--- config.mk ---
export PLATFORM = sky130hd
export DESIGN_NAME = pts_ctrl
export DESIGN_NICKNAME = d
export VERILOG_FILES = /design/src/rtl/pts_pkg.sv /design/src/rtl/pts_ctrl.sv
export SDC_FILE = /design/constraint.sdc
export NUM_CORES = 1
export LEC_CHECK = 0
export CORE_MARGIN = 1.5
export CORE_UTILIZATION = 45
export CTS_CLUSTER_DIAMETER = 40
export CTS_CLUSTER_SIZE = 16
export DETAILED_ROUTE_END_ITERATION = 8
export DONT_BUFFER_PORTS = 1
export HOLD_SLACK_MARGIN = 0.1
export SKIP_LAST_GASP = 1
export SLEW_MARGIN = 15
export SYNTH_ARGS = -nofsm -noshare
export SYNTH_HDL_FRONTEND = slang
export SYNTH_SLANG_ARGS = --single-unit
--- constraint.sdc ---
create_clock -name clk_i -period 2 [get_ports clk_i]
set_input_delay 0 -clock clk_i [delete_from_list [all_inputs] [get_ports clk_i]]
set_output_delay 0 -clock clk_i [all_outputs]
set_load 0.03 [all_outputs]
--- src/rtl/pts_pkg.sv ---
`timescale 1ns / 1ps
`default_nettype none
package pts_pkg;
  localparam int unsigned MaxEntriesDef = 64;
  localparam int unsigned PathW = 7;
  localparam int unsigned StatW = 16;
  localparam int unsigned TimeW = 32;

  typedef enum logic [1:0] {
    OP_ADD    = 2'd0,
    OP_REMOVE = 2'd1,
    OP_CLEAR  = 2'd2,
    OP_TICK   = 2'd3
  } op_e;

  typedef enum logic [1:0] {
    ST_OK       = 2'd0,
    ST_NOTFOUND = 2'd1,
    ST_FULL     = 2'd2
  } status_e;

  typedef enum logic [3:0] {
    S_IDLE,
    S_FIND,
    S_FIND_CHK,
    S_DROP,
    S_HEAD,
    S_HEAD_CHK,
    S_POS,
    S_POS_CHK,
    S_SHIFT,
    S_WRITE,
    S_DONE
  } state_e;

  // controller to datapath
  typedef struct packed {
    logic latch;      // capture input item
    logic idx_clr;    // idx <= 0
    logic idx_inc;    // idx <= idx + 1
    logic mark;       // mark <= idx (insert position)
    logic idx_top;    // idx <= total, read entry total - 1
    logic rd;         // read mem at rd address
    logic rd_next;    // read address idx + 1 instead of idx
    logic mv_down;    // write rd data to idx, read idx + 2 (drop shift)
    logic mv_up;      // write rd data to idx, read idx - 2 (insert shift)
    logic take_head;  // load new item from head data (re-file)
    logic put;        // write new item at idx
    logic cnt_inc;
    logic cnt_dec;
    logic cnt_clr;
    logic time_inc;
    logic disp_set;
    logic set_nf;
    logic set_full;
    logic done;
  } ctl_t;

  // datapath to controller
  typedef struct packed {
    logic idx_end;    // idx == total
    logic idx_last;   // idx + 1 == total
    logic idx_mark;   // idx == insert position
    logic path_hit;   // read path equals item path
    logic due_lt;     // read due < new due
    logic head_due;   // time >= read due
    logic full;
    logic empty;
    logic [1:0] op;
  } sts_t;
endpackage
`default_nettype wire

--- src/rtl/pts_ctrl.sv ---
`timescale 1ns / 1ps
`default_nettype none
module pts_ctrl (
  input  logic          clk_i,
  input  logic          rst_ni,
  input  logic          start_i,
  output logic          busy_o,
  input  pts_pkg::sts_t sts_i,
  output pts_pkg::ctl_t ctl_o
);
  import pts_pkg::*;

  state_e state_q, state_d;

  always_ff @(posedge clk_i or negedge rst_ni) begin
    if (!rst_ni) begin
      state_q <= S_IDLE;
    end else begin
      state_q <= state_d;
    end
  end

  always_comb begin
    state_d = state_q;
    case (state_q)
      S_IDLE: if (start_i) state_d = S_FIND;
      S_FIND: begin
        case (sts_i.op)
          OP_CLEAR: state_d = S_DONE;
          OP_TICK:  state_d = S_HEAD;
          default:  state_d = sts_i.idx_end ? S_POS : S_FIND_CHK;
        endcase
        if (sts_i.op == OP_REMOVE && sts_i.idx_end) state_d = S_DONE;
        if (sts_i.op == OP_ADD && sts_i.idx_end && sts_i.full) state_d = S_DONE;
      end
      S_FIND_CHK: begin
        if (sts_i.path_hit) begin
          state_d = S_DROP;
        end else if (sts_i.idx_last) begin
          state_d = (sts_i.op == OP_REMOVE || sts_i.full) ? S_DONE : S_POS;
        end else begin
          state_d = S_FIND_CHK;
        end
      end
      S_DROP: begin
        if (sts_i.idx_last) state_d = (sts_i.op == OP_REMOVE) ? S_DONE : S_POS;
      end
      S_HEAD: state_d = sts_i.empty ? S_DONE : S_HEAD_CHK;
      S_HEAD_CHK: state_d = sts_i.head_due ? S_DROP : S_DONE;
      S_POS: state_d = sts_i.idx_end ? S_WRITE : S_POS_CHK;
      S_POS_CHK: begin
        if (!sts_i.due_lt) state_d = S_SHIFT;
        else if (sts_i.idx_last) state_d = S_WRITE;
      end
      S_SHIFT: if (sts_i.idx_mark) state_d = S_WRITE;
      S_WRITE: state_d = S_DONE;
      S_DONE: state_d = S_IDLE;
      default: state_d = S_IDLE;
    endcase
  end

  always_comb begin
    ctl_o = '0;
    busy_o = (state_q != S_IDLE);
    case (state_q)
      S_IDLE: begin
        ctl_o.latch = start_i;
        ctl_o.idx_clr = 1'b1;
        ctl_o.rd = 1'b1;
      end
      S_FIND: begin
        ctl_o.rd = 1'b1;
        if (sts_i.op == OP_CLEAR) ctl_o.cnt_clr = 1'b1;
        if (sts_i.op == OP_TICK) ctl_o.time_inc = 1'b1;
        if (sts_i.op == OP_REMOVE && sts_i.idx_end) ctl_o.set_nf = 1'b1;
        if (sts_i.op == OP_ADD && sts_i.idx_end && sts_i.full) ctl_o.set_full = 1'b1;
      end
      S_FIND_CHK: begin
        if (sts_i.path_hit) begin
          ctl_o.rd = 1'b1;
          ctl_o.rd_next = 1'b1;
        end else if (sts_i.idx_last) begin
          ctl_o.idx_clr = 1'b1;
          ctl_o.rd = 1'b1;
          if (sts_i.op == OP_REMOVE) ctl_o.set_nf = 1'b1;
          else if (sts_i.full) ctl_o.set_full = 1'b1;
        end else begin
          ctl_o.idx_inc = 1'b1;
          ctl_o.rd = 1'b1;
          ctl_o.rd_next = 1'b1;
        end
      end
      S_DROP: begin
        // rd data holds entry idx+1
        if (sts_i.idx_last) begin
          ctl_o.cnt_dec = 1'b1;
          ctl_o.idx_clr = 1'b1;
          ctl_o.rd = 1'b1;
        end else begin
          ctl_o.mv_down = 1'b1;
          ctl_o.rd = 1'b1;
        end
      end
      S_HEAD: ctl_o.rd = 1'b1;
      S_HEAD_CHK: begin
        if (sts_i.head_due) begin
          ctl_o.take_head = 1'b1;
          ctl_o.disp_set = 1'b1;
          ctl_o.rd = 1'b1;
          ctl_o.rd_next = 1'b1;
        end
      end
      S_POS: begin
        if (sts_i.idx_end) ctl_o.idx_top = 1'b1;
        else ctl_o.rd = 1'b1;
      end
      S_POS_CHK: begin
        if (!sts_i.due_lt) begin
          // keep pos in mark; shift from top
          ctl_o.mark = 1'b1;
          ctl_o.idx_top = 1'b1;
          ctl_o.rd = 1'b1;
        end else if (sts_i.idx_last) begin
          ctl_o.idx_top = 1'b1;
        end else begin
          ctl_o.idx_inc = 1'b1;
          ctl_o.rd = 1'b1;
          ctl_o.rd_next = 1'b1;
        end
      end
      S_SHIFT: begin
        // rd data holds entry idx-1
        if (!sts_i.idx_mark) begin
          ctl_o.mv_up = 1'b1;
          ctl_o.rd = 1'b1;
        end
      end
      S_WRITE: begin
        ctl_o.put = 1'b1;
        ctl_o.cnt_inc = 1'b1;
      end
      S_DONE: ctl_o.done = 1'b1;
      default: ;
    endcase
  end
endmodule
`default_nettype wire

==> flow_summary.json, run 1 <==
{
  "yosys.area_share.adder_pct": 0,
  "outcome": "completed",
  "synth_fp_nets": 110,
  "ctsHtreeMaxLevel": 1,
  "grtUsageMet3_pct": 1.25,
  "drive_gt1_share_pct": 27.2,
  "cts_tree": "built",
  "clk_latency_ns": 0.23,
  "dr.pass1.iters": 4,
  "crit_type": "reg2out",
  "cts-root-buf": "clkbuf_4",
  "clock_sinks": 4,
  "total_power_mw": 1.31,
  "grt_overflow_total": 0,
  "avgRoutedWirePerCell_um": 15.5,
  "timing.critical_path.buf_inv": 2,
  "ys.flop_type": "dfrtp_1",
  "die_w_um": 43.4,
  "powerDensity_mw_per_mm2": 1460,
  "tightestPinTransition_ns": 0.520,
  "ant_nets": 0,
  "top_register": "state_q",
  "synth-edff-count": 0,
  "fin_skew_ns": 0.00321,
  "dp.cells": 121,
  "synth_top_cell_by_area": "dfrtp_1",
  "synth-compound-area-share_pct": 33.1,
  "synth_cells": 97,
  "top_regs": "state_q: 4 flops",
  "fin_crit_ns": 1.90,
  "placedInstanceArea_sq_um": 818,
  "critPathLaunchType": "register",
  "yosysTopAreaCellShare_pct": 13.7,
  "layout_setup_ws_ns": 0.0963,
  "hpwl_mm": 1.56,
  "postCtsSetupRepairBufs": 0,
  "dr_total_vias": 804,
  "drv_slew": 0,
  "seq_area_frac_synth_pct": 13.7,
  "die_h_um": 43.4,
  "yosysUniqueCellTypes": 47,
  "hold-worst-slack_ns": 0.122,
  "n_fill_cell": 139,
  "drc": 0,
  "first_iter_violations": 14,
  "muxShareOfSynthArea_pct": 2.05,
  "use_met2_pct": 36.1,
  "syn_avg_cell_area_sq_um": 7.56,
  "setup_viol": 0,
  "cp_slowest_cell": "dfrtp_1",
  "max_slew_margin_pct": 65.4,
  "wirelength_mm": 2.02,
  "post_synth_xor_area_fraction_pct": 0,
  "grt_busiest_layer": "met2",
  "port_buffers": 0,
  "design_area_sq_um": 901,
  "critPathArrivalTime_ns": 1.90,
  "end_kind": "output pin",
  "synth_area_sq_um": 733,
  "final_cells": 130,
  "post-place-ws_ns": 0.321,
  "ys.warnings.count": 0,
  "hold_path_class": "in2reg",
  "area_growth_pct": 22.9,
  "clkTransAtPathRegs_ns": 0.04,
  "max_cap_violations": 0,
  "p_leak_nw": 0.410,
  "final_core_util_pct": 59.1,
  "post-route-period-util_pct": 95.2,
  "peakVddDrop_v": 0.000859,
  "met1_usage_pct": 30.2,
  "num_antenna_cells": 0,
  "clockBufferDepth": 2,
  "cp.required_ns": 2.00,
  "hold_viol": 0,
  "crit_fanout": 12,
  "dieArea_sq_mm": 0.00188,
  "ys_ff_latch": 4,
  "fmaxAchievable_ghz": 0.525,
  "antenna_found_initial": 0,
  "grt_pass1_vias": 757,
  "grt_max_degree": 15,
  "synth_top_family_by_area": "simple AND/OR/NAND/NOR gates",
  "grt_pass1_wl_mm": 3.22,
  "rsz0062_at_grt": "false",
  "largest_register_ffs": 4,
  "crit_family": "simple AND/OR/NAND/NOR gates",
  "gp_congestion": 0.878,
  "synth-simple-area-share_pct": 40.1,
  "grt_usage_pct": 22.2,
  "fin_setup_tns_ns": 0,
  "io_pins": 33,
  "slowest_delay_ns": 0.54,
  "core_area_sq_mm": 0.00152,
  "cts_buffers": 3,
  "synth_area_leaders": "dfrtp_1, o21ai_0, nand2_1",
  "start_util_pct": 48.1,
  "synth_async_sr_flop_share_pct": 100,
  "crit_chain": "inv_1 -> nand2_2 -> or4_4 -> o221ai_1 -> buf_4",
  "fp-row-count": 14,
  "nNetsFinal": 129,
  "viasPerCell": 6.18
}
routing by layer:
layer,wire length (um),vias to the layer above
met3,126,2
li1,-,394
met2,977,32
met5,0,-
met1,896,376
met4,19,0
tightest hold or removal path: cells and delay by family:
family / cells / cell delay, ns
buf+inv: 1 / 0.07
compound gates: 2 / 0.24
synth_stat cells (2+ instances only):
cell	number
nor2b_1	2
nor3b_1	2
buf_4	4
nor4_1	2
nand3b_1	2
nor2_1	6
a21oi_1	5
dfrtp_1	4
o22ai_1	3
nand3_1	4
inv_1	6
and3_1	3
nand2_1	9
buf_2	2
nand2b_1	2
nand2_2	2
o21ai_0	7
o221ai_1	2
a21o_1	2
placed cells by master (no fill, tap or decap), types with 2 or more instances in the layout:
cell	instances
nand3_1	4
dfrtp_1	4
and3_1	3
o21ai_0	7
a21oi_1	5
nor2b_1	2
inv_1	6
buf_4	16
nand3b_1	2
nor2_1	6
nor3b_1	2
clkbuf_4	3
o221ai_1	2
o22ai_1	3
nand2_1	9
nand2b_1	2
a21o_1	2
nand2_2	2
dlygate4sd3_1	6
nor4_1	2
kinds of logic after synthesis:
family                 Yosys count
AOI/OAI and AO/OA               32
and+or+nand+nor                 45
muxes                            1
buffers and inverters           15
DFF                              4
path summary, 6_finish.rpt:
path                             from    endpoint  slack, ns  cells after the start
max                        state_q[3]   ctl_o[12]        0.1                      5
min                          sts_i[5]  state_q[1]       0.12                      3
max reg2reg                state_q[3]  state_q[2]       0.31                      4
min reg2reg                state_q[0]  state_q[2]       0.75                      1
max in group asynchronous      rst_ni  state_q[1]       1.27                      2
min in group asynchronous      rst_ni  state_q[3]       0.56                      2
where the power goes:
group | internal, mW | total (mW) | switching (mW)
Clock | 0.0671 | 0.0989 | 0.0319
Sequential | 0.119 | 0.241 | 0.123
Combinational | 0.362 | 0.972 | 0.610
Total | 0.548 | 1.31 | 0.765
timing repair:
action / in CTS / in global routing
gates resized for setup: 0 / 0
endpoints found under the hold margin: 7 / 0
hold buffers: 6 / 0
setup endpoints to repair: 0 / 0
layout make-up:
class                           count  area [sq um]  area share [%]
Clock buffer                        3          22.5            2.50
Inverter                            7          26.3            2.92
Multi-Input combinational cell     78           552            61.2
Sequential cell                     4           100            11.1
Tap cell                           16          20.0            2.22
Timing Repair Buffer               22           180            20.0
Note: power is estimated with default switching activity, not from simulation.
==> inputs of run 2 (changes only) <==
--- a/config.mk
+++ b/config.mk
@@ -5,6 +5,7 @@
 export SDC_FILE = /design/constraint.sdc
 export NUM_CORES = 1
 export LEC_CHECK = 0
+export ABC_AREA = 1
 export CORE_MARGIN = 1.5
 export CORE_UTILIZATION = 45
 export CTS_CLUSTER_DIAMETER = 40
==> run 2 against run 1 <==
Register-to-register slack better by 0.21 ns. Die area is 12% lower. Non-clock buffer count is 6 lower. Clock skew is 0.0053 ns higher. Maximum frequency is 10% higher. Clock power hardly changed. Via count is 4.2% higher. Sequential cell count stayed put. Critical path depth stayed put. Critical endpoint is now ctl_o[13]. Largest power group unchanged.
==> flow_summary.json, run 2 <==
{
  "outcome": "completed",
  "cp.required_ns": 2.00,
  "ant_nets": 0,
  "power_switching_share_pct": 61.4,
  "clock_sinks": 4,
  "crit_family": "simple AND/OR/NAND/NOR gates",
  "die_w_um": 40.8,
  "wirelength_mm": 1.81,
  "ctsHtreeMaxLevel": 1,
  "synth_top_cell_by_area": "nand2_1",
  "crit_fanout": 8,
  "seq_area_frac_synth_pct": 15.6,
  "total_power_mw": 1.19,
  "synth_area_leaders": "nand2_1, nor2_1, dfrtp_1",
  "yosysUniqueCellTypes": 18,
  "seqPwrFrac_pct": 15.9,
  "grt_usage_pct": 24.7,
  "antenna_found_initial": 0,
  "num_antenna_cells": 0,
  "cts_tree": "built",
  "powerDensity_mw_per_mm2": 1490,
  "top_regs": "state_q: 4 flops",
  "dp.cells": 148,
  "grt_pass1_wl_mm": 2.73,
  "synthTopCellsByCount": "nand2_1, nor2_1, inv_1",
  "ys.warnings.count": 0,
  "layout_setup_ws_ns": 0.274,
  "grt_max_degree": 9,
  "synth_cells": 126,
  "final_cells": 157,
  "tightestPinTransition_ns": 0.576,
  "grtUsageMet3_pct": 5.43,
  "setup_viol": 0,
  "drc": 0,
  "cp.depth": 5,
  "drive_gt1_share_pct": 14.1,
  "fp-row-count": 13,
  "ys_ff_latch": 4,
  "synth_area_sq_um": 642,
  "power_frac_comb_pct": 75.7,
  "max_slew_margin_pct": 61.4,
  "timing.critical_path.buf_inv": 1,
  "grt_busiest_layer": "met2",
  "grt_overflow_total": 0,
  "p_int_mw": 0.461,
  "grt_pass1_vias": 669,
  "clk_latency_ns": 0.23,
  "worst-r2r-cell-count": 7,
  "synth_async_sr_flop_share_pct": 100,
  "post-place-ws_ns": 0.546,
  "p_sw_mw": 0.733,
  "hold_viol": 0,
  "placedInstanceArea_sq_um": 716,
  "n_fill_cell": 137,
  "max_cap_violations": 0,
  "rsz0062_at_grt": "false",
  "die_h_um": 40.8,
  "avgRoutedWirePerCell_um": 11.5,
  "fin_setup_tns_ns": 0,
  "viasPerCell": 5.34,
  "synth_fp_nets": 139,
  "design_area_sq_um": 798,
  "fmaxAchievable_ghz": 0.579,
  "slowest_delay_ns": 0.46,
  "cts_buffers": 3,
  "cp_slowest_cell": "dfrtp_1",
  "post-route-period-util_pct": 86.3,
  "largest_register_ffs": 4,
  "crit_type": "reg2out",
  "dr.pass1.iters": 4,
  "port_buffers": 0,
  "clockBufferDepth": 2,
  "met1_usage_pct": 33.7,
  "first_iter_violations": 28,
  "dieArea_sq_mm": 0.00166,
  "dr_total_vias": 838,
  "clkTransAtPathRegs_ns": 0.04,
  "fin_skew_ns": 0.00847,
  "clkPwrFrac_pct": 8.5,
  "hold_path_class": "in2reg",
  "syn_avg_cell_area_sq_um": 5.09,
  "postCtsResizedCells": 0,
  "drv_slew": 0,
  "end_kind": "output pin",
  "top_register": "state_q",
  "fin_crit_ns": 1.73,
  "nNetsFinal": 157,
  "synth-edff-count": 0,
  "layout_common_cells": "nand2_1, nor2_1, inv_1",
  "core_area_sq_mm": 0.00132,
  "start_util_pct": 48.7,
  "io_pins": 33,
  "gp_congestion": 0.904,
  "hpwl_mm": 1.46,
  "use_met2_pct": 39.7,
  "yosysTopAreaCellShare_pct": 18.1,
  "p_leak_nw": 0.458,
  "crit_chain": "nor2_2 -> nand3_1 -> inv_1 -> nor3_1 -> nand2_1",
  "area_growth_pct": 24.4,
  "cts-root-buf": "clkbuf_4",
  "hold_depth": 6,
  "peakVddDrop_v": 0.000788,
  "ys.flop_type": "dfrtp_1",
  "critPathArrivalTime_ns": 1.73,
  "critPathLaunchType": "register"
}
run 2: tightest hold or removal path: stages:
cell     delay [ns]
nand2_1        0.04
nand2_1        0.05
inv_1          0.03
nand4_1        0.07
nand2_1        0.05
nand2_1        0.06
run 2: layer usage:
metal  share of wire, %  vias to the layer above
li1                   -                      430
met1                 46                      354
met2                 42                       50
met3                9.9                        4
met4                1.6                        0
met5                  0                        -
run 2: what timing repair did:
item	in CTS	in global routing
setup endpoints to repair	0	0
hold endpoints to repair	7	0
setup buffers	0	0
hold buffers	6	0
run 2: area by class of cell:
class | count | area, sq um | area share [%]
inverters | 21 | 78.8 | 9.87
repair buffers | 16 | 135 | 16.9
clock buffers | 3 | 22.5 | 2.82
flip-flops and latches | 4 | 100 | 12.5
well taps | 15 | 18.8 | 2.35
multi-input cells | 98 | 443 | 55.5
run 2: cell families (layout without fill, tap and decap cells):
logic type,Yosys count,count (layout),synth area share (%)
AOI/OAI and AO/OA,15,15,14.8
buffers and inverters,24,40,15.4
DFF,4,4,15.6
and+or+nand+nor,83,83,54.2
run 2: final timing paths:
kind / end / start / slack (ns)
setup / recovery: ctl_o[13] / state_q[1] / 0.27
hold / removal: state_q[0] / sts_i[5] / 0.11
setup reg to reg: state_q[2] / state_q[2] / 0.52
hold reg to reg: state_q[1] / state_q[0] / 0.70
max in group asynchronous: state_q[3] / rst_ni / 1.23
min in group asynchronous: state_q[0] / rst_ni / 0.59
run 2: power by group through the flow:
| stage | clock, mW | combinational (mW) | sequential (mW) |
|---|---|---|---|
| final | 0.101 | 0.903 | 0.189 |
| after global routing | 0.109 | 0.988 | 0.198 |
| after CTS | 0.100 | 0.897 | 0.188 |
| after detailed placement | 0 | 0.882 | 0.189 |
| after global placement | 0 | 0.882 | 0.188 |
| after floorplan | 0 | 0.716 | 0.159 |
run 2: per-stage QoR:
stage	utilization, %	hold slack [ns]
floorplan	-	-0.296
global placement	54.3	-0.296
detailed placement	54.3	-0.296
CTS	60.6	0.113
global route	60.6	0.119
finish	60.6	0.107
